### config.mk
export PLATFORM = sky130hd
export DESIGN_NAME = btte_trit_unit
export DESIGN_NICKNAME = d
export VERILOG_FILES = /design/src/rtl/balanced_ternary_term_emitter_macros.svh /design/src/rtl/btte_pkg.sv /design/src/rtl/btte_trit_unit.sv
export SDC_FILE = /design/constraint.sdc
export NUM_CORES = 1
export LEC_CHECK = 0
export ABC_CLOCK_PERIOD_IN_PS = 12250
export BUFFER_PORTS_ARGS = -buffer_cell sky130_fd_sc_hd__buf_2
export CORE_MARGIN = 1.5
export CORE_UTILIZATION = 55
export DETAILED_ROUTE_END_ITERATION = 10
export PLACE_DENSITY_LB_ADDON = 0.08
export SLEW_MARGIN = 20
export SYNTH_ARGS = -nofsm -noshare
export SYNTH_HDL_FRONTEND = slang
export SYNTH_SLANG_ARGS = --single-unit
### constraint.sdc
create_clock -name vclk -period 12.25
set_clock_uncertainty 0.1 [all_clocks]
set_input_delay 1.8375 -clock vclk [all_inputs]
set_output_delay 1.8375 -clock vclk [all_outputs]
set_load 0.01 [all_outputs]
### src/rtl/balanced_ternary_term_emitter_macros.svh
// ----------------------------------------------------------------------------
// balanced ternary term emitter assertion macros
// immediate-cycle and next-cycle implication checks on clk, gated by rst_n
// ----------------------------------------------------------------------------
`ifndef BALANCED_TERNARY_TERM_EMITTER_MACROS_SVH
`define BALANCED_TERNARY_TERM_EMITTER_MACROS_SVH

`ifndef NO_ASSERTIONS

// consequent must hold in the same cycle as the antecedent
`define BTTE_ASSERT_NOW(label, ante, cons, msg) \
    label: assert property (@(posedge clk) disable iff (!rst_n) (ante) |-> (cons)) \
        else $error(msg);

// consequent must hold in the cycle after the antecedent
`define BTTE_ASSERT_NEXT(label, ante, cons, msg) \
    label: assert property (@(posedge clk) disable iff (!rst_n) (ante) |=> (cons)) \
        else $error(msg);

`else

`define BTTE_ASSERT_NOW(label, ante, cons, msg)
`define BTTE_ASSERT_NEXT(label, ante, cons, msg)

`endif

`endif

### src/rtl/btte_pkg.sv
// ----------------------------------------------------------------------------
// btte_pkg
// shared types, trit codes and the power-of-three table
// ----------------------------------------------------------------------------
package btte_pkg;

    // field widths
    localparam int VALUE_W = 62;
    localparam int EXP_W   = 6;
    localparam int REM_W   = 63;

    // default and table size
    localparam int MAX_TRITS_DEFAULT = 40;
    localparam int TOP_EXP           = 39;

    // trit codes
    typedef enum logic [1:0] {
        TRIT_ZERO  = 2'd0,
        TRIT_PLUS  = 2'd1,
        TRIT_MINUS = 2'd2
    } trit_t;

    // one result item
    typedef struct packed {
        logic [VALUE_W-1:0] value;
        logic [EXP_W-1:0]   exponent;
        logic               minus;
        logic               last;
    } term_t;

    // result of one trit step
    typedef struct packed {
        trit_t                    trit;
        logic signed [REM_W-1:0]  rem_next;
    } step_t;

    // three to the k, k from 0 to 39
    function automatic logic [VALUE_W-1:0] pow3(input logic [EXP_W-1:0] k);
        logic [VALUE_W-1:0] p;
        case (k)
            6'd0:  p = 62'd1;
            6'd1:  p = 62'd3;
            6'd2:  p = 62'd9;
            6'd3:  p = 62'd27;
            6'd4:  p = 62'd81;
            6'd5:  p = 62'd243;
            6'd6:  p = 62'd729;
            6'd7:  p = 62'd2187;
            6'd8:  p = 62'd6561;
            6'd9:  p = 62'd19683;
            6'd10: p = 62'd59049;
            6'd11: p = 62'd177147;
            6'd12: p = 62'd531441;
            6'd13: p = 62'd1594323;
            6'd14: p = 62'd4782969;
            6'd15: p = 62'd14348907;
            6'd16: p = 62'd43046721;
            6'd17: p = 62'd129140163;
            6'd18: p = 62'd387420489;
            6'd19: p = 62'd1162261467;
            6'd20: p = 62'd3486784401;
            6'd21: p = 62'd10460353203;
            6'd22: p = 62'd31381059609;
            6'd23: p = 62'd94143178827;
            6'd24: p = 62'd282429536481;
            6'd25: p = 62'd847288609443;
            6'd26: p = 62'd2541865828329;
            6'd27: p = 62'd7625597484987;
            6'd28: p = 62'd22876792454961;
            6'd29: p = 62'd68630377364883;
            6'd30: p = 62'd205891132094649;
            6'd31: p = 62'd617673396283947;
            6'd32: p = 62'd1853020188851841;
            6'd33: p = 62'd5559060566555523;
            6'd34: p = 62'd16677181699666569;
            6'd35: p = 62'd50031545098999707;
            6'd36: p = 62'd150094635296999121;
            6'd37: p = 62'd450283905890997363;
            6'd38: p = 62'd1350851717672992089;
            6'd39: p = 62'd4052555153018976267;
            default: p = '0;
        endcase
        return p;
    endfunction

endpackage

### src/rtl/btte_trit_unit.sv
// ----------------------------------------------------------------------------
// btte_trit_unit
// shared compare and add/subtract unit: picks the balanced trit at one
// power of three, most significant first, and updates the signed remainder
// ----------------------------------------------------------------------------
module btte_trit_unit (
    input  logic signed [btte_pkg::REM_W-1:0] rem,
    input  logic [btte_pkg::EXP_W-1:0]        exponent,
    output btte_pkg::step_t                   step
);

    logic [btte_pkg::VALUE_W-1:0]       pw;
    logic signed [btte_pkg::REM_W-1:0]  full_s;
    logic signed [btte_pkg::REM_W-1:0]  half_s;

    // power and its half, (3^k - 1) / 2 is a shift since 3^k is odd
    assign pw     = btte_pkg::pow3(exponent);
    assign full_s = $signed({1'b0, pw});
    assign half_s = $signed({2'b00, pw[btte_pkg::VALUE_W-1:1]});

    // trit is the sign of the remainder once it leaves the half band
    always_comb
    begin
        if (rem > half_s)
        begin
            step.trit     = btte_pkg::TRIT_PLUS;
            step.rem_next = rem - full_s;
        end
        else if (rem < -half_s)
        begin
            step.trit     = btte_pkg::TRIT_MINUS;
            step.rem_next = rem + full_s;
        end
        else
        begin
            step.trit     = btte_pkg::TRIT_ZERO;
            step.rem_next = rem;
        end
    end

endmodule

==> summary.md, run 1 <==
| Metric | Value |
|---|---|
| Outcome | finished clean |
| Seq/Total Area, Yosys | 0 |
| FF+latch area | 0 sq um |
| Post-synthesis mux area share | 0.00631 |
| Vias | 16223 |
| Worst hold path class | primary input to primary output |
| Unique masters post-synth | 90 |
| Minimum clock period | 11530 ps |
| Fin. Hold Viols | 0 |
| CP Max Fanout | 47 |
| Fill count | 2273 |
| Die Span Y | 155 um |
| Vias in the first global route | 14934 |
| Post-Syn Nets | 2257 |
| Post-CTS sizing | 0 |
| DR vias/cell | 7.18 |
| Worst setup SP type | primary input |
| XOR/XNOR Fraction of Synth Area | 0.0131 |
| I/O Buffers | 134 |
| Mean post-synth cell area | 6.56 sq um |
| Area fraction in compound gates after synthesis | 0.418 |
| Row cnt | 55 |
| Die W | 155 um |
| IO Pins | 134 |
| Post-DP HPWL | 42300 um |
| Placer's final routability congestion estimate | 1.08 |
| Crit path largest cell delay | 870 ps |
| First-pass GRT wire length | 82600 um |
| Critical Path Sink Type | primary output |
| Postcts setup bufs | 0 |
| P&R area growth vs syn | 5.86% |
| Fmax achieved | 86.7 MHz |
| Final setup viols | 0 |
| CLK BUF | 0 |
| Initial detailed-routing violation count | 2108 |
| Initial antenna violation count | 2 |
| Mapped Area | 12700 sq um |
| Hold_buf cts | 0 |
| Crit path required time | 10310 ps |
| Initial core utilization | 0.560 |
| Layout Nets | 2297 |
| Most used cell, CP | a21oi_1 |
| Max-cap violation count | 0 |
| Period Utilization, post-route | 0.941 |
| Combinational family with the most area after synthesis | compound AO/OA/AOI/OAI gates |
| Fin Setup TNS | 0 ps |
| Cells after Synth | 1935 |
| Seq cells | 0 |
| Share of layout cells above drive strength 1 | 0.100 |
| Synth cell count leaders | 251 x ha_1, 216 x a21oi_1, 203 x nand2_1, 173 x nor2_1, 130 x inv_1 |
| Slew Limit Fails | 0 |
| Crit Path Class | primary input to primary output |
| Placeable core area | 22600 sq um |
| Count leader, synth | ha_1 |
| Total gr overflow | 0 |
| ANT nets after route | 0 |
| Ys Warns | 0 |
| Adder-cell share of the synthesized area | 0.251 |
| Worst-margin pin slew | 1220 ps |
| RSZ-0062 raised after global routing | no |
| WL/cell | 23.7 um |
| Slew headroom | 0.181 |
| Post-Synth Simple-Gate Area | 0.237 |
| Crit path max-delay cell type | or4_1 |
| DIE AREA | 24000 sq um |
| CP arrival | 9590 ps |
| Number of remaining DRC errors | 0 |
| Top cell type's share of synthesized area | 0.248 |
| First-pass iteration count of the detailed router | 6 |
| Largest area contributor in the netlist | ha_1 |
| Area contributors post-synth | ha_1 25%, a21oi_1 8.5%, nand2_1 6.0% |
| Tot GR Track Use | 0.427 |
| Largest net degree at the start of global routing | 51 |
| Final WL | 53600 um |
[worst paths after layout]
kind                   startpoint  endpoint  slack [ps]  cells after the start
worst max-delay path  exponent[1]  step[17]         720                     27
worst min-delay path       rem[2]   step[2]        3960                      3
[worst max-delay path, delay by kind of cell]
family          cells  cell delay, ps
fa+ha+maj           2             920
xor+xnor            1             130
simple gates       11            2540
compound gates      7            1900
buf+inv             6            2140
[cell usage in the layout, fill, tap and decap left out, types with 32 or more instances in the layout]
cell type and instances:
a21o_1 52, a21oi_1 216, buf_2 134, ha_1 251, inv_1 130, nand2_1 203
nand3_1 45, nand4_1 32, nor2_1 173, nor3_1 32, o21ai_0 106, o21bai_1 34
o22ai_1 35
[through the flow]
| step | std cells | setup slack [ps] | hold WS, ps | utilization | instance area [sq um] |
|---|---|---|---|---|---|
| final | 2259 | 718 | 3960 | 0.593 | 13400 |
| after global routing | 2258 | 334 | 3980 | 0.593 | 13400 |
| after CTS | 2258 | 1030 | 3950 | 0.593 | 13400 |
| after detailed placement | 2258 | 1020 | 3950 | 0.593 | 13400 |
| after global placement | 2258 | 1270 | 3950 | 0.593 | 13400 |
| after floorplan | 1935 | 2790 | 3660 | - | 12700 |
[metal layers]
layer	GRT usage	vias to the layer above	routed length (um)
met5	0	-	0
met4	0.219	0	3620
met3	0.0532	251	5290
met2	0.710	1068	23800
met1	0.543	7529	20900
li1	-	7375	-
[layout make-up]
| cell class | instances | area, sq um | area share |
|---|---|---|---|
| Multi-Input combinational cell | 1685 | 11800 | 0.875 |
| Timing Repair Buffer | 152 | 806 | 0.0600 |
| Inverter | 136 | 510 | 0.0380 |
| Tap cell | 285 | 357 | 0.0266 |
| Antenna cell | 1 | 2.50 | 0.000186 |
[logic make-up (layout without fill, tap and decap cells)]
group,after synthesis,count (layout)
simple gates,636,636
mux,8,8
other cells,0,1
xor+xnor,19,19
fa+ha+maj,253,253
buf+inv,250,288
compound gates,769,769
==> run 2: changes to the inputs <==
Settings changed: CELL_PAD_IN_SITES_DETAIL_PLACEMENT set to 1, CELL_PAD_IN_SITES_GLOBAL_PLACEMENT set to 2, CORE_MARGIN 1.5 to 10, CORE_UTILIZATION 55 to 37.
==> run 2 against run 1 <==
- cell area grew 1.8%
- setup slack gained 450 ps
- first-iteration DRC count shrank 40%
- fmax grew 4.1%
- flip-flop and latch count is the same
- count of clock-buffer cells in the layout is the same
- via count shrank 1.5%
- final cell count grew 7.4%
- sequential share of layout area is the same
- wire length grew 22%
- critical path depth shrank 2
- global-route usage shrank 13 points
==> summary.md, run 2 (synthesized netlist as in run 1, its figures left out) <==
| Metric | Value |
|---|---|
| Outcome | finished clean |
| Fmax achieved | 90.2 MHz |
| CLK BUF | 0 |
| Postcts setup bufs | 0 |
| Final WL | 65200 um |
| Critical path depth | 25 |
| First-pass GRT wire length | 98600 um |
| Pre-CTS setup slack | 1300 ps |
| FF+latch area | 0 sq um |
| Hold depth | 3 |
| Minimum clock period | 11080 ps |
| Die W | 205 um |
| Die Span Y | 205 um |
| Crit path required time | 10310 ps |
| Layout Nets | 2302 |
| DR vias/cell | 6.59 |
| IO Pins | 134 |
| First-pass iteration count of the detailed router | 5 |
| Placer's final routability congestion estimate | 0.998 |
| Row cnt | 67 |
| Worst setup SP type | primary input |
| DIE AREA | 42100 sq um |
| Largest net degree at the start of global routing | 51 |
| Crit path max-delay cell type | buf_4 |
| Largest delay contributor family on the critical path | simple AND/OR/NAND/NOR gates |
| CP Buf/Inv Count | 5 |
| Crit path largest cell delay | 680 ps |
| Commonest cells after routing, fill and taps aside | 251 x ha_1, 216 x a21oi_1, 203 x nand2_1 |
| Post-CTS sizing | 0 |
| Initial core utilization | 0.376 |
| Crit Path Class | primary input to primary output |
| CP arrival | 9140 ps |
| Total gr overflow | 0 |
| Fill count | 4495 |
| Share of layout cells above drive strength 1 | 0.103 |
| Vias in the first global route | 16250 |
| Fin Setup TNS | 0 ps |
| Post-DP HPWL | 53000 um |
| I/O Buffers | 134 |
| Initial antenna violation count | 1 |
| WL/cell | 26.9 um |
| Fin. Hold Viols | 0 |
| Most common cell after layout, fill and taps aside | ha_1 |
| Hold_buf cts | 0 |
| Vias | 15979 |
| Leakage | 6.64 nW |
| Slew Limit Fails | 0 |
| Initial detailed-routing violation count | 1264 |
| Slew headroom | 0.314 |
| Placeable core area | 33700 sq um |
| Period Utilization, post-route | 0.905 |
| Number of remaining DRC errors | 0 |
| P&R area growth vs syn | 7.73% |
| RSZ-0062 raised after global routing | no |
| Seq cells | 0 |
| Antenna diode count | 0 |
| Worst Slack Setup Final | 1170 ps |
| Worst hold path class | primary input to primary output |
| Max-cap violation count | 0 |
| ANT nets after route | 0 |
| Final setup viols | 0 |
| Power per cell area | 58.3 nW/um^2 |
| CP Max Fanout | 50 |
| Worst-margin pin slew | 1030 ps |
| Critical Path Sink Type | primary output |
| Worst vdd ir | 0.0244 mV |
| Tot GR Track Use | 0.295 |
[run 2: stage by stage]
step                hold slack [ps]  std cells   util  cell area, sq um  power [W]
finish                         3960       2426  0.406             13700   0.000797
global route                   3990       2426  0.406             13700   0.000863
CTS                            3960       2426  0.406             13700   0.000784
detailed placement             3960       2426  0.406             13700   0.000780
global placement               3960       2426  0.406             13700   0.000769
floorplan                      3660       1935      -             12700   0.000502
[run 2: routing by layer]
metal | global-route usage | wire length [um] | vias to the layer above
li1 | - | - | 7400
met1 | 0.375 | 28600 | 7945
met2 | 0.522 | 31500 | 526
met3 | 0.0158 | 2880 | 108
met4 | 0.0887 | 2190 | 0
met5 | 0 | 0 | -
[run 2: layout make-up]
cell class	instances	area (sq um)	share of cell area
multi-input combinational	1685	11800	0.860
timing repair buffer	157	843	0.0617
tap	448	561	0.0410
inverter	136	510	0.0374
[run 2: where the power goes]
group	internal (W)	total (W)	switching (W)	leakage [nW]
combinational	0.000271	0.000797	0.000526	6.64
sequential	0	0	0	0
clock	0	0	0	0
[run 2: path summary, 6_finish.rpt]
path | start | endpoint | slack (ps)
setup / recovery | exponent[1] | step[30] | 1170
hold / removal | rem[2] | step[2] | 3960
(Power assumes the default switching activity.)
==> run 3: changes to the inputs <==
Settings changed: ABC_CLOCK_PERIOD_IN_PS 12250 to 11700, CORE_UTILIZATION 37 to 35, MAX_ROUTING_LAYER set to met4.
Clock period 12.25 ns to 11.7 ns, I/O delays scaled along.
==> run 3 against run 2 <==
- via count shrank 0.20%
- utilization fell by 1.9 points
- power up 5.2%
- flip-flop and latch count is the same
==> summary.md, run 3 (synthesized netlist as in run 1, its figures left out) <==
| Metric | Value |
|---|---|
| Outcome | finished clean |
| Leakage | 6.70 nW |
| Placeable core area | 35700 sq um |
| Post-DP HPWL | 53900 um |
| Crit Path Class | primary input to primary output |
| Min-delay src | rem[2] |
| FF+latch area | 0 sq um |
| Minimum clock period | 10710 ps |
| Slew Limit Fails | 0 |
| Period Utilization, post-route | 0.915 |
| RSZ-0062 raised after global routing | no |
| Seq cells | 0 |
| Initial core utilization | 0.356 |
| Overall power | 0.000839 W |
| Layout Nets | 2314 |
| P&R area growth vs syn | 8.69% |
| Fmax achieved | 93.4 MHz |
| Post-CTS sizing | 0 |
| Worst vdd ir | 0.0239 mV |
| Slew headroom | 0.335 |
| Vias in the first global route | 15924 |
| Postcts setup bufs | 0 |
| Fill count | 4669 |
| Initial detailed-routing violation count | 1189 |
| Critical Path Sink Type | primary output |
| First-pass iteration count of the detailed router | 5 |
| Crit path max-delay cell type | ha_1 |
| Power per cell area | 60.8 nW/um^2 |
| Die W | 210 um |
| Largest delay contributor family on the critical path | simple AND/OR/NAND/NOR gates |
| Hold_buf cts | 0 |
| DR vias/cell | 6.50 |
| ANT nets after route | 0 |
| CP Buf/Inv Count | 7 |
| Fin. Hold Viols | 0 |
| Fin Setup TNS | 0 ps |
| CP Max Fanout | 37 |
| Initial antenna violation count | 1 |
| Worst hold path class | primary input to primary output |
| Core Util, Final | 0.387 |
| Design area | 13800 sq um |
| First-pass GRT wire length | 100000 um |
| Commonest cells after routing, fill and taps aside | 251 x ha_1, 216 x a21oi_1, 203 x nand2_1 |
| Worst-margin pin slew | 988 ps |
| Number of remaining DRC errors | 0 |
| Most common cell after layout, fill and taps aside | ha_1 |
| Hold EP | step[2] |
| Crit path largest cell delay | 690 ps |
| Total gr overflow | 0 |
| Die Span Y | 210 um |
| Worst Slack Setup Final | 994 ps |
| Max-cap violation count | 0 |
| DIE AREA | 44300 sq um |
| Hold depth | 3 |
| Tot GR Track Use | 0.292 |
| Row cnt | 69 |
| Pre-CTS setup slack | 1140 ps |
| CP arrival | 8850 ps |
| CLK BUF | 0 |
| Crit path required time | 9850 ps |
| Final WL | 65800 um |
| Vias | 15947 |
| Share of layout cells above drive strength 1 | 0.108 |
| IO Pins | 134 |
| WL/cell | 26.8 um |
| I/O Buffers | 134 |
| Worst setup SP type | primary input |
| Placer's final routability congestion estimate | 0.998 |
| Dpl cell area | 13800 sq um |
| Final setup viols | 0 |
| Largest net degree at the start of global routing | 51 |
[run 3: changes by cell type in the layout (fill, tap and decap cells not counted), sizes merged]
cell   delta
buf      +12
diode     +1
[run 3: report_power, final]
part	internal (W)	total, W	switching, W
logic	0.000287	0.000839	0.000551
registers	0	0	0
clock network	0.0000000000116	0.0000000000116	0
total	0.000287	0.000839	0.000551
[run 3: through the flow]
stage | hold slack [ps] | std cells
4_1_cts | 3790 | 2451
2_1_floorplan | 3490 | 1935
3_5_place_dp | 3790 | 2451
5_1_grt | 3810 | 2452
6_report | 3790 | 2452
3_3_place_gp | 3790 | 2451
[run 3: how the worst max path moves through the flow]
stage                     endpoint         from  cells after the start  slack (ps)
after floorplan           step[39]  exponent[1]                     29        2410
after global placement    step[32]  exponent[1]                     29        1180
after detailed placement  step[32]  exponent[1]                     28        1140
after CTS                 step[32]  exponent[1]                     28        1130
after global routing      step[32]  exponent[1]                     28         560
final                     step[32]  exponent[1]                     28         990
[run 3: cell type report]
cell class	instances	area, sq um	area share
diodes	1	2.50	0.000182
well taps	461	577	0.0418
repair buffers	169	946	0.0686
inverters	136	510	0.0370
multi-input cells	1685	11800	0.852
[run 3: per-layer routing]
| metal | vias up | global-route usage | wire, um |
|---|---|---|---|
| li1 | 7400 | - | - |
| met1 | 7938 | 0.365 | 29100 |
| met2 | 530 | 0.500 | 31900 |
| met3 | 79 | 0.0193 | 3070 |
| met4 | 0 | 0.0719 | 1790 |
| met5 | - | - | 0 |
