File: src/rtl/balanced_ternary_term_emitter_macros.svh
// ----------------------------------------------------------------------------
// balanced ternary term emitter assertion macros
// immediate-cycle and next-cycle implication checks on clk, gated by rst_n
// ----------------------------------------------------------------------------
`ifndef BALANCED_TERNARY_TERM_EMITTER_MACROS_SVH
`define BALANCED_TERNARY_TERM_EMITTER_MACROS_SVH

`ifndef NO_ASSERTIONS

// consequent must hold in the same cycle as the antecedent
`define BTTE_ASSERT_NOW(label, ante, cons, msg) \
    label: assert property (@(posedge clk) disable iff (!rst_n) (ante) |-> (cons)) \
        else $error(msg);

// consequent must hold in the cycle after the antecedent
`define BTTE_ASSERT_NEXT(label, ante, cons, msg) \
    label: assert property (@(posedge clk) disable iff (!rst_n) (ante) |=> (cons)) \
        else $error(msg);

`else

`define BTTE_ASSERT_NOW(label, ante, cons, msg)
`define BTTE_ASSERT_NEXT(label, ante, cons, msg)

`endif

`endif

File: src/rtl/btte_pkg.sv
// ----------------------------------------------------------------------------
// btte_pkg
// shared types, trit codes and the power-of-three table
// ----------------------------------------------------------------------------
package btte_pkg;

    // field widths
    localparam int VALUE_W = 62;
    localparam int EXP_W   = 6;
    localparam int REM_W   = 63;

    // default and table size
    localparam int MAX_TRITS_DEFAULT = 40;
    localparam int TOP_EXP           = 39;

    // trit codes
    typedef enum logic [1:0] {
        TRIT_ZERO  = 2'd0,
        TRIT_PLUS  = 2'd1,
        TRIT_MINUS = 2'd2
    } trit_t;

    // one result item
    typedef struct packed {
        logic [VALUE_W-1:0] value;
        logic [EXP_W-1:0]   exponent;
        logic               minus;
        logic               last;
    } term_t;

    // result of one trit step
    typedef struct packed {
        trit_t                    trit;
        logic signed [REM_W-1:0]  rem_next;
    } step_t;

    // three to the k, k from 0 to 39
    function automatic logic [VALUE_W-1:0] pow3(input logic [EXP_W-1:0] k);
        logic [VALUE_W-1:0] p;
        case (k)
            6'd0:  p = 62'd1;
            6'd1:  p = 62'd3;
            6'd2:  p = 62'd9;
            6'd3:  p = 62'd27;
            6'd4:  p = 62'd81;
            6'd5:  p = 62'd243;
            6'd6:  p = 62'd729;
            6'd7:  p = 62'd2187;
            6'd8:  p = 62'd6561;
            6'd9:  p = 62'd19683;
            6'd10: p = 62'd59049;
            6'd11: p = 62'd177147;
            6'd12: p = 62'd531441;
            6'd13: p = 62'd1594323;
            6'd14: p = 62'd4782969;
            6'd15: p = 62'd14348907;
            6'd16: p = 62'd43046721;
            6'd17: p = 62'd129140163;
            6'd18: p = 62'd387420489;
            6'd19: p = 62'd1162261467;
            6'd20: p = 62'd3486784401;
            6'd21: p = 62'd10460353203;
            6'd22: p = 62'd31381059609;
            6'd23: p = 62'd94143178827;
            6'd24: p = 62'd282429536481;
            6'd25: p = 62'd847288609443;
            6'd26: p = 62'd2541865828329;
            6'd27: p = 62'd7625597484987;
            6'd28: p = 62'd22876792454961;
            6'd29: p = 62'd68630377364883;
            6'd30: p = 62'd205891132094649;
            6'd31: p = 62'd617673396283947;
            6'd32: p = 62'd1853020188851841;
            6'd33: p = 62'd5559060566555523;
            6'd34: p = 62'd16677181699666569;
            6'd35: p = 62'd50031545098999707;
            6'd36: p = 62'd150094635296999121;
            6'd37: p = 62'd450283905890997363;
            6'd38: p = 62'd1350851717672992089;
            6'd39: p = 62'd4052555153018976267;
            default: p = '0;
        endcase
        return p;
    endfunction

endpackage

File: src/rtl/btte_term_buffer.sv
// ----------------------------------------------------------------------------
// btte_term_buffer
// output register for result items, decouples the sequencer from the
// downstream ready
// ----------------------------------------------------------------------------
module btte_term_buffer (
    input  logic                           clk,
    input  logic                           rst_n,
    input  logic                           load,
    input  btte_pkg::term_t                load_term,
    output logic                           slot_free,
    output logic                           term_valid,
    input  logic                           term_ready,
    output logic [btte_pkg::VALUE_W-1:0]   term_value,
    output logic [btte_pkg::EXP_W-1:0]     term_exponent,
    output logic                           is_minus,
    output logic                           last_term
);

    logic            valid_reg;
    logic            valid_next;
    btte_pkg::term_t term_reg;

    // slot can take a new item when empty or drained this cycle
    assign slot_free  = !valid_reg || term_ready;
    assign valid_next = load || (valid_reg && !term_ready);

    // valid flag
    always_ff @(posedge clk or negedge rst_n)
    begin
        if (!rst_n)
        begin
            valid_reg <= 1'b0;
        end
        else
        begin
            valid_reg <= valid_next;
        end
    end

    // payload
    always_ff @(posedge clk)
    begin
        if (load)
        begin
            term_reg <= load_term;
        end
    end

    // ports
    assign term_valid    = valid_reg;
    assign term_value    = term_reg.value;
    assign term_exponent = term_reg.exponent;
    assign is_minus      = term_reg.minus;
    assign last_term     = term_reg.last;

endmodule

File: config.mk
export PLATFORM = sky130hd
export DESIGN_NAME = btte_term_buffer
export DESIGN_NICKNAME = d
export VERILOG_FILES = /design/src/rtl/balanced_ternary_term_emitter_macros.svh /design/src/rtl/btte_pkg.sv /design/src/rtl/btte_term_buffer.sv
export SDC_FILE = /design/constraint.sdc
export NUM_CORES = 1
export LEC_CHECK = 0
export BUFFER_PORTS_ARGS = -buffer_cell sky130_fd_sc_hd__buf_2
export CORE_MARGIN = 2
export CORE_UTILIZATION = 36
export CTS_CLUSTER_SIZE = 24
export DETAILED_ROUTE_END_ITERATION = 7
export MAX_ROUTING_LAYER = met4
export PLACE_DENSITY_LB_ADDON = 0.25
export SYNTH_ARGS = -nofsm -noshare
export SYNTH_HDL_FRONTEND = slang
export SYNTH_SLANG_ARGS = --single-unit
File: constraint.sdc
create_clock -name clk -period 0.81 [get_ports clk]
set_clock_uncertainty 0.2 [all_clocks]
set_input_delay 0.081 -clock clk [delete_from_list [all_inputs] [get_ports clk]]
set_output_delay 0.081 -clock clk [all_outputs]
set_load 0.01 [all_outputs]
==> flow_metrics.tcl, run 1 <==
set metrics [dict create \
    r2r-start "term_valid" \
    fmax_ghz 0.833 \
    grt_pass1_vias 1290 \
    fin_nets 308 \
    cap_violations 0 \
    final_util 0.547 \
    hold_buffers 1 \
    n_fill_cell 473 \
    start_util 0.367 \
    setup_ws_ns -0.390 \
    cts_root_buf "clkbuf_8" \
    drtIter0Drc 65 \
    hold_viol_final 71 \
    irDropWorstVdd_v 0.00131 \
    netlist_area_um2 2150 \
    ios 146 \
    leakage_nw 1.39 \
    cts.htree.levels 3 \
    final_cells 315 \
    timing.critical_path.from_type "register" \
    cts_tree "yes" \
    crit_fanout 2 \
    final.min_clock_period_ns 1.20 \
    first_pass_iters 2 \
    yosysSeqAreaShare 0.990 \
    cp.required_ns 0.53 \
    yosysWarnings 0 \
    drc 0 \
    setup_tns_ns -21.92 \
    antenna_found_initial 1 \
    netlist_instances 73 \
    reg2reg_slack_ns -0.22 \
    dieArea_um2 6600 \
    maxSlewViolCount 0 \
    worst_ep_arrival_time_ns 0.92 \
    cp-end-kind "output port" \
    overflow 0 \
    status "finished with violations" \
    wl_per_cell_um 13.8 \
    insertion_delay_ns 0.33 \
    clkTransAtPathRegs_ns 0.07 \
    r2r-end "term_valid" \
    ant_nets 0 \
    slew_headroom 0.871 \
    avgSynthCellArea_um2 29.4 \
    worst_pin_slew_ns 0.193 \
    die_y_um 81.3 \
    vias_per_cell 4.22 \
    power.density_nw_per_um2 2310 \
    numCtsBuffers 9 \
    vias 1328 \
    die_w_um 81.3 \
    grt_usage 0.136 \
    clk_path_buf_depth 2 \
    synthesis.nets 147 \
    grt_max_degree 37 \
    ys_types 4 \
    synth_seq_cells 71 \
    cts.sinks 71 \
    grt_pass1_wl_um 6000 \
    r2r_cells 4 \
    crit_end "slot_free" \
    power_mw 7.39 \
    finalCritPeriodShare 1.48 \
    hold_ws_ns -0.277 \
    dp.cells 295 \
    startpoint "term_valid" \
    grt_setup_unrepaired "yes" \
    violations "negative hold slack, negative setup slack" \
    hp-class "in -> reg" \
    setup_viol 73 \
    criticalPathCategory "reg -> out" \
    core_um2 5850 \
    place_congestion 0.710 \
    placementRows 28 \
    drive_gt1_frac 0.682 \
    io_buffers 145 \
    wirelength_um 4350 \
    area_growth_pct 48.8 \
]
-- cells by family after synthesis --
| family | after synthesis | synth area share |
|---|---|---|
| AND/OR/NAND/NOR | 2 | 0.0105 |
| flip-flops | 71 | 0.990 |
-- placed cells by master, fill, tap and decap left out --
master         Yosys  final
buf_2              0    144
edfxtp_1          70     70
clkbuf_8           0      9
clkinv_2           0      2
clkbuf_1           0      2
clkinv_1           0      2
buf_12             0      2
buf_4              0      2
diode_2            0      1
nand2b_4           1      1
nand2b_2           1      1
clkinvlp_4         0      1
dlygate4sd3_1      0      1
buf_6              0      1
dfrtp_1            1      1
-- cell type report --
cell class / instances / area (um2) / area share
diodes: 1 / 2.50 / 0.000782
clock buffers: 11 / 131 / 0.0411
clock inverters: 5 / 25.0 / 0.00782
multi-input cells: 2 / 22.5 / 0.00704
flip-flops and latches: 71 / 2130 / 0.665
well taps: 75 / 93.8 / 0.0293
repair buffers: 150 / 797 / 0.249
-- sequential cells by signal (all words and copies together) (netlist names) --
register,flops
term_value,62
is_minus,1
term_exponent,6
term_valid,1
last_term,1
-- critical path, stage by stage, from the launching register on --
cell,delay (ns)
dfrtp_1,0.41
nand2b_4,0.09
buf_6,0.10
-- what timing repair did --
item / in CTS / in global routing
setup endpoints to repair: 73 / 73
endpoints found under the hold margin: 72 / 72
setup buffers: 1 / 1
resized for setup: 1 / 0
-- per-stage QoR --
step                setup WS (ns)  cell area [um2]  hold slack (ns)
global placement           -0.160             3010           -0.344
detailed placement         -0.165             3010           -0.342
CTS                        -0.401             3190           -0.295
floorplan                 -0.0789             2150           -0.415
finish                     -0.390             3200           -0.277
global route               -0.426             3200           -0.297
-- layer usage --
| metal | track usage | part of all wire |
|---|---|---|
| met1 | 0.134 | 0.36 |
| met2 | 0.211 | 0.48 |
| met3 | 0.0611 | 0.12 |
| met4 | 0.100 | 0.037 |
| met5 | - | 0 |
-- how the worst min path moves through the flow --
stage	startpoint	slack [ns]	endpoint	depth (start not counted)
global placement	rst_n	-0.34	term_valid	1
CTS	load_term[0]	-0.30	last_term	1
floorplan	rst_n	-0.41	term_valid	0
global route	load_term[61]	-0.30	term_value[53]	1
finish	load_term[46]	-0.28	term_value[38]	1
detailed placement	rst_n	-0.34	term_valid	1
-- power by group --
part	leakage, nW	internal, mW	switching [mW]
combinational	0.616	0.345	0.375
clock	0.0782	1.08	1.17
sequential	0.696	4.36	0.0644
total	1.39	5.78	1.61
-- synth_stat cells --
master	instances	share of area
nand2b_2	1	0.0041
dfrtp_1	1	0.012
nand2b_4	1	0.0064
edfxtp_1	70	0.98
(Power assumes the default switching activity.)
==> run 2: changes to the inputs <==
CORE_UTILIZATION = 44   (was 36)
clock period = 1.4 ns   (was 0.81 ns; I/O delays follow)
==> run 2 against run 1 <==
Compared with the run above: the flow now finishes without violations; register-to-register slack improved by 0.63 ns; die area decreased by 17%; total power decreased by 40%; worst setup slack improved by 0.41 ns; non-clock buffer count increased by 72.
==> flow_metrics.tcl, run 2 (synthesized netlist as in run 1, its figures left out) <==
set metrics [dict create \
    drtIter0Drc 65 \
    timing.critical_path.from_type "input port" \
    start_util 0.455 \
    vias_per_cell 4.26 \
    core_um2 4720 \
    insertion_delay_ns 0.32 \
    intPower_mw 3.47 \
    cp.required_ns 1.06 \
    drc 0 \
    antenna_found_initial 0 \
    post-place-ws_ns 0.266 \
    final_common_cell "buf_2" \
    regArea_um2 2130 \
    largest_register_ffs 62 \
    placementRows 25 \
    irDropWorstVdd_v 0.000869 \
    power.net_switching_mw 0.998 \
    first_pass_iters 4 \
    power.density_nw_per_um2 1140 \
    reg2reg_slack_ns 0.41 \
    ant_nets 0 \
    cap_violations 0 \
    multi_input_area_um2 22.5 \
    worst_pin_slew_ns 0.220 \
    grt_usage 0.211 \
    final_cells 378 \
    leakage_nw 1.70 \
    die_y_um 73.9 \
    place_congestion 0.650 \
    die_w_um 73.9 \
    layout_common_cells "144 x buf_2, 74 x dlygate4sd3_1, 70 x edfxtp_1" \
    worst_ep_arrival_time_ns 1.04 \
    dieArea_um2 5460 \
    clkPwrFrac 0.294 \
    grt_pass1_wl_um 7790 \
    swShare 0.223 \
    criticalPathCategory "in -> out" \
    drive_gt1_frac 0.524 \
    ios 146 \
    cts.htree.levels 3 \
    crit_fanout 2 \
    overflow 0 \
    diodes 0 \
    setup_tns_ns 0 \
    clk_path_buf_depth 2 \
    slew_headroom 0.853 \
    vias 1611 \
    power_mw 4.47 \
    pwr-share-comb 0.132 \
    hold_viol_final 0 \
    grt_pass1_vias 1672 \
    numCtsBuffers 9 \
    status "finished clean" \
    finalCritPeriodShare 0.986 \
    cts.sinks 71 \
    area_growth_pct 81.8 \
    n_fill_cell 233 \
    cts_root_buf "clkbuf_8" \
    cts_tree "yes" \
    setup_ws_ns 0.0190 \
    wirelength_um 5860 \
    wl_per_cell_um 15.5 \
    final.min_clock_period_ns 1.38 \
    io_buffers 145 \
    maxSlewViolCount 0 \
    clkTransAtPathRegs_ns 0.07 \
    grt_max_degree 38 \
    cp-end-kind "output port" \
    seq_power_share 0.574 \
    hp-class "in -> reg" \
    fin_nets 380 \
    grt_setup_unrepaired "no" \
    final_util 0.828 \
    setup_viol 0 \
    dp.cells 287 \
    fmax_ghz 0.724 \
]
-- run 2: metal layers --
metal  GRT usage  share of wire  vias to the layer above
li1            -              -                      759
met1       0.219           0.37                      741
met2       0.369           0.52                      103
met3      0.0686          0.098                        8
met4      0.0848          0.012                        0
met5           -              0                        -
-- run 2: final cells by class --
| cell class | count | share of cell area |
|---|---|---|
| timing repair buffer | 222 | 0.389 |
| sequential | 71 | 0.544 |
| clock inverter | 6 | 0.00704 |
| multi-input combinational | 2 | 0.00576 |
| tap | 67 | 0.0214 |
| clock buffer | 10 | 0.0327 |
-- run 2: power by group through the flow --
stage / combinational, mW / sequential [mW] / clock [mW]
2_1_floorplan: 0.00670 / 2.71 / 0
4_1_cts: 0.572 / 2.56 / 1.33
6_report: 0.589 / 2.57 / 1.31
3_3_place_gp: 0.404 / 2.60 / 0
3_5_place_dp: 0.412 / 2.60 / 0
5_1_grt: 0.630 / 2.58 / 1.42
-- run 2: critical path, cell delays in order --
cell and delay, ns:
dlygate4sd3_1 0.53, buf_2 0.12, nand2b_4 0.13, buf_6 0.12
-- run 2: stage by stage --
step / area, um2 / hold slack [ns]
global route: 3910 / 0.316
CTS: 3890 / 0.303
detailed placement: 3000 / -0.282
global placement: 3000 / -0.283
floorplan: 2150 / -0.356
finish: 3910 / 0.321
-- run 2: path summary, 6_finish.rpt --
kind / startpoint / to / depth (start not counted)
worst max-delay path: term_ready / slot_free / 4
worst min-delay path: load_term[12] / term_value[4] / 2
worst max register to register: term_valid / term_valid / 3
worst min register to register: term_valid / term_valid / 3
max in group asynchronous: rst_n / term_valid / 3
min in group asynchronous: rst_n / term_valid / 3
-- run 2: timing repair --
item	in CTS	in global routing
buffers inserted	0	1
hold buffers	74	0
resized for setup	0	1
hold endpoints to repair	77	0
setup endpoints to repair	0	1
==> run 3: changes to the inputs <==
CORE_ASPECT_RATIO = 0.7   (was default)
==> run 3 against run 2 <==
Compared with the run above: global-route usage rose by 1.8 points; final cell count fell by 3.7%; clock-buffer cell count is 1 lower; non-clock buffer count is 3 lower; die area grew 0.17%; final area increased by 1.1%; register-to-register slack better by 0.14 ns; combinational power decreased by 1%; critical path type unchanged; largest cell class unchanged; highest routed layer unchanged.
==> flow_metrics.tcl, run 3 (synthesized netlist as in run 1, its figures left out) <==
set metrics [dict create \
    status "finished clean" \
    seq_power_share 0.509 \
    holdPathStages 2 \
    cts_tree "yes" \
    power.net_switching_mw 1.03 \
    crit_fanout 2 \
    final.min_clock_period_ns 1.29 \
    die_w_um 87.5 \
    grt_setup_unrepaired "no" \
    cap_violations 0 \
    dp.cells 277 \
    use_met1 0.210 \
    reg2reg_slack_ns 0.55 \
    final_cells 364 \
    ios 146 \
    hold_viol_final 0 \
    area_growth_pct 83.9 \
    clkTransAtPathRegs_ns 0.07 \
    vias 1622 \
    cts_setup_buffers 0 \
    cts.sinks 71 \
    setup_viol 0 \
    grt-busiest-layer "met2" \
    power_mw 5.04 \
    met3_usage 0.124 \
    criticalPathCategory "in -> out" \
    hold_ws_ns 0.0954 \
    timing.critical_path.from_type "input port" \
    grt_pass1_wl_um 8550 \
    irDropWorstVdd_v 0.000931 \
    cts.htree.levels 3 \
    clk_path_buf_depth 2 \
    largest_register_ffs 62 \
    first_pass_iters 4 \
    grt_max_degree 37 \
    cp_slowest_stage_delay_ns 0.54 \
    worst_ep_arrival_time_ns 0.95 \
    worst_pin_slew_ns 0.191 \
    critical-path-slowest-cell "dlygate4sd3_1" \
    power.density_nw_per_um2 1280 \
    fmax_ghz 0.775 \
    finalCritPeriodShare 0.921 \
    setup_tns_ns 0 \
    vias_per_cell 4.46 \
    fin_nets 377 \
    clkPwrFrac 0.376 \
    wl_per_cell_um 15.8 \
    crit_chain "dlygate4sd3_1, nand2b_4, buf_6" \
    final_common_cell "buf_2" \
    intPower_mw 4.02 \
    pwr-share-comb 0.115 \
    insertion_delay_ns 0.33 \
    place_congestion 0.660 \
    slew_headroom 0.872 \
    die_y_um 62.5 \
    met2_usage 0.406 \
    startpoint "term_ready" \
    io_buffers 145 \
    start_util 0.454 \
    cts_root_buf "clkbuf_8" \
    dieArea_um2 5470 \
    r2r-start "term_valid" \
    diodes 0 \
    drive_gt1_frac 0.528 \
    layout_common_cells "143 x buf_2, 73 x dlygate4sd3_1, 70 x edfxtp_1" \
    hold_end "term_value[36]" \
    final_util 0.836 \
    hp-class "in -> reg" \
    r2r_cells 2 \
    grt_usage 0.230 \
    overflow 0 \
    core_um2 4730 \
    placementRows 21 \
    leakage_nw 1.71 \
    cp.required_ns 1.06 \
    antenna_found_initial 0 \
    swShare 0.204 \
    drc 0 \
    drtIter0Drc 63 \
    maxSlewViolCount 0 \
    worstHoldStart "load" \
    cp-end-kind "output port" \
    r2r-end "term_valid" \
    wirelength_um 5740 \
    grt_pass1_vias 1818 \
    numCtsBuffers 9 \
    ant_nets 0 \
]
## run 3: how the worst max path moves through the flow
| stage | to | slack (ns) | cells past startpoint |
|---|---|---|---|
| 2_1_floorplan | term_valid | 0.51 | 2 |
| 3_3_place_gp | term_value[32] | 0.38 | 2 |
| 3_5_place_dp | term_value[33] | 0.36 | 2 |
| 4_1_cts | slot_free | 0.01 | 4 |
| 5_1_grt | slot_free | 0.07 | 3 |
| 6_report | slot_free | 0.11 | 3 |
## run 3: power groups by stage
stage,logic [mW],registers (mW),clock network (mW)
floorplan,0.00670,2.71,0
global placement,0.406,2.60,0
detailed placement,0.412,2.60,0
CTS,0.569,2.56,1.93
global route,0.621,2.58,2.03
finish,0.581,2.56,1.90
## run 3: worst max-delay path, delay by kind of cell
kind                   cells  cell delay, ns
buffers and inverters      2            0.66
and+or+nand+nor            1            0.15
## run 3: final cells by class
| cell class | count | area [um2] |
|---|---|---|
| fillers | 245 | 777 |
| clock buffers | 9 | 124 |
| multi-input cells | 2 | 22.5 |
| flip-flops and latches | 71 | 2130 |
| repair buffers | 219 | 1500 |
| well taps | 57 | 71.3 |
| clock inverters | 6 | 110 |
## run 3: through the flow
step                area [um2]  setup WS [ns]
finish                    3950          0.110
global route              3950         0.0728
CTS                       3950         0.0108
detailed placement        2990          0.364
global placement          2990          0.380
floorplan                 2150          0.511
## run 3: per-layer routing
metal  wire, um  up-vias  part of all wire
met5          0        -                 0
met4         60        0             0.010
met3        665        6              0.12
met2       3030      109              0.53
met1       1980      754              0.35
li1           -      753                 -
## run 3: timing repair
| action | in CTS | in global routing |
|---|---|---|
| endpoints found under the hold margin | 72 | 0 |
| hold buffers | 73 | 0 |
| gates resized for setup | 0 | 1 |
| setup endpoints to repair | 0 | 1 |
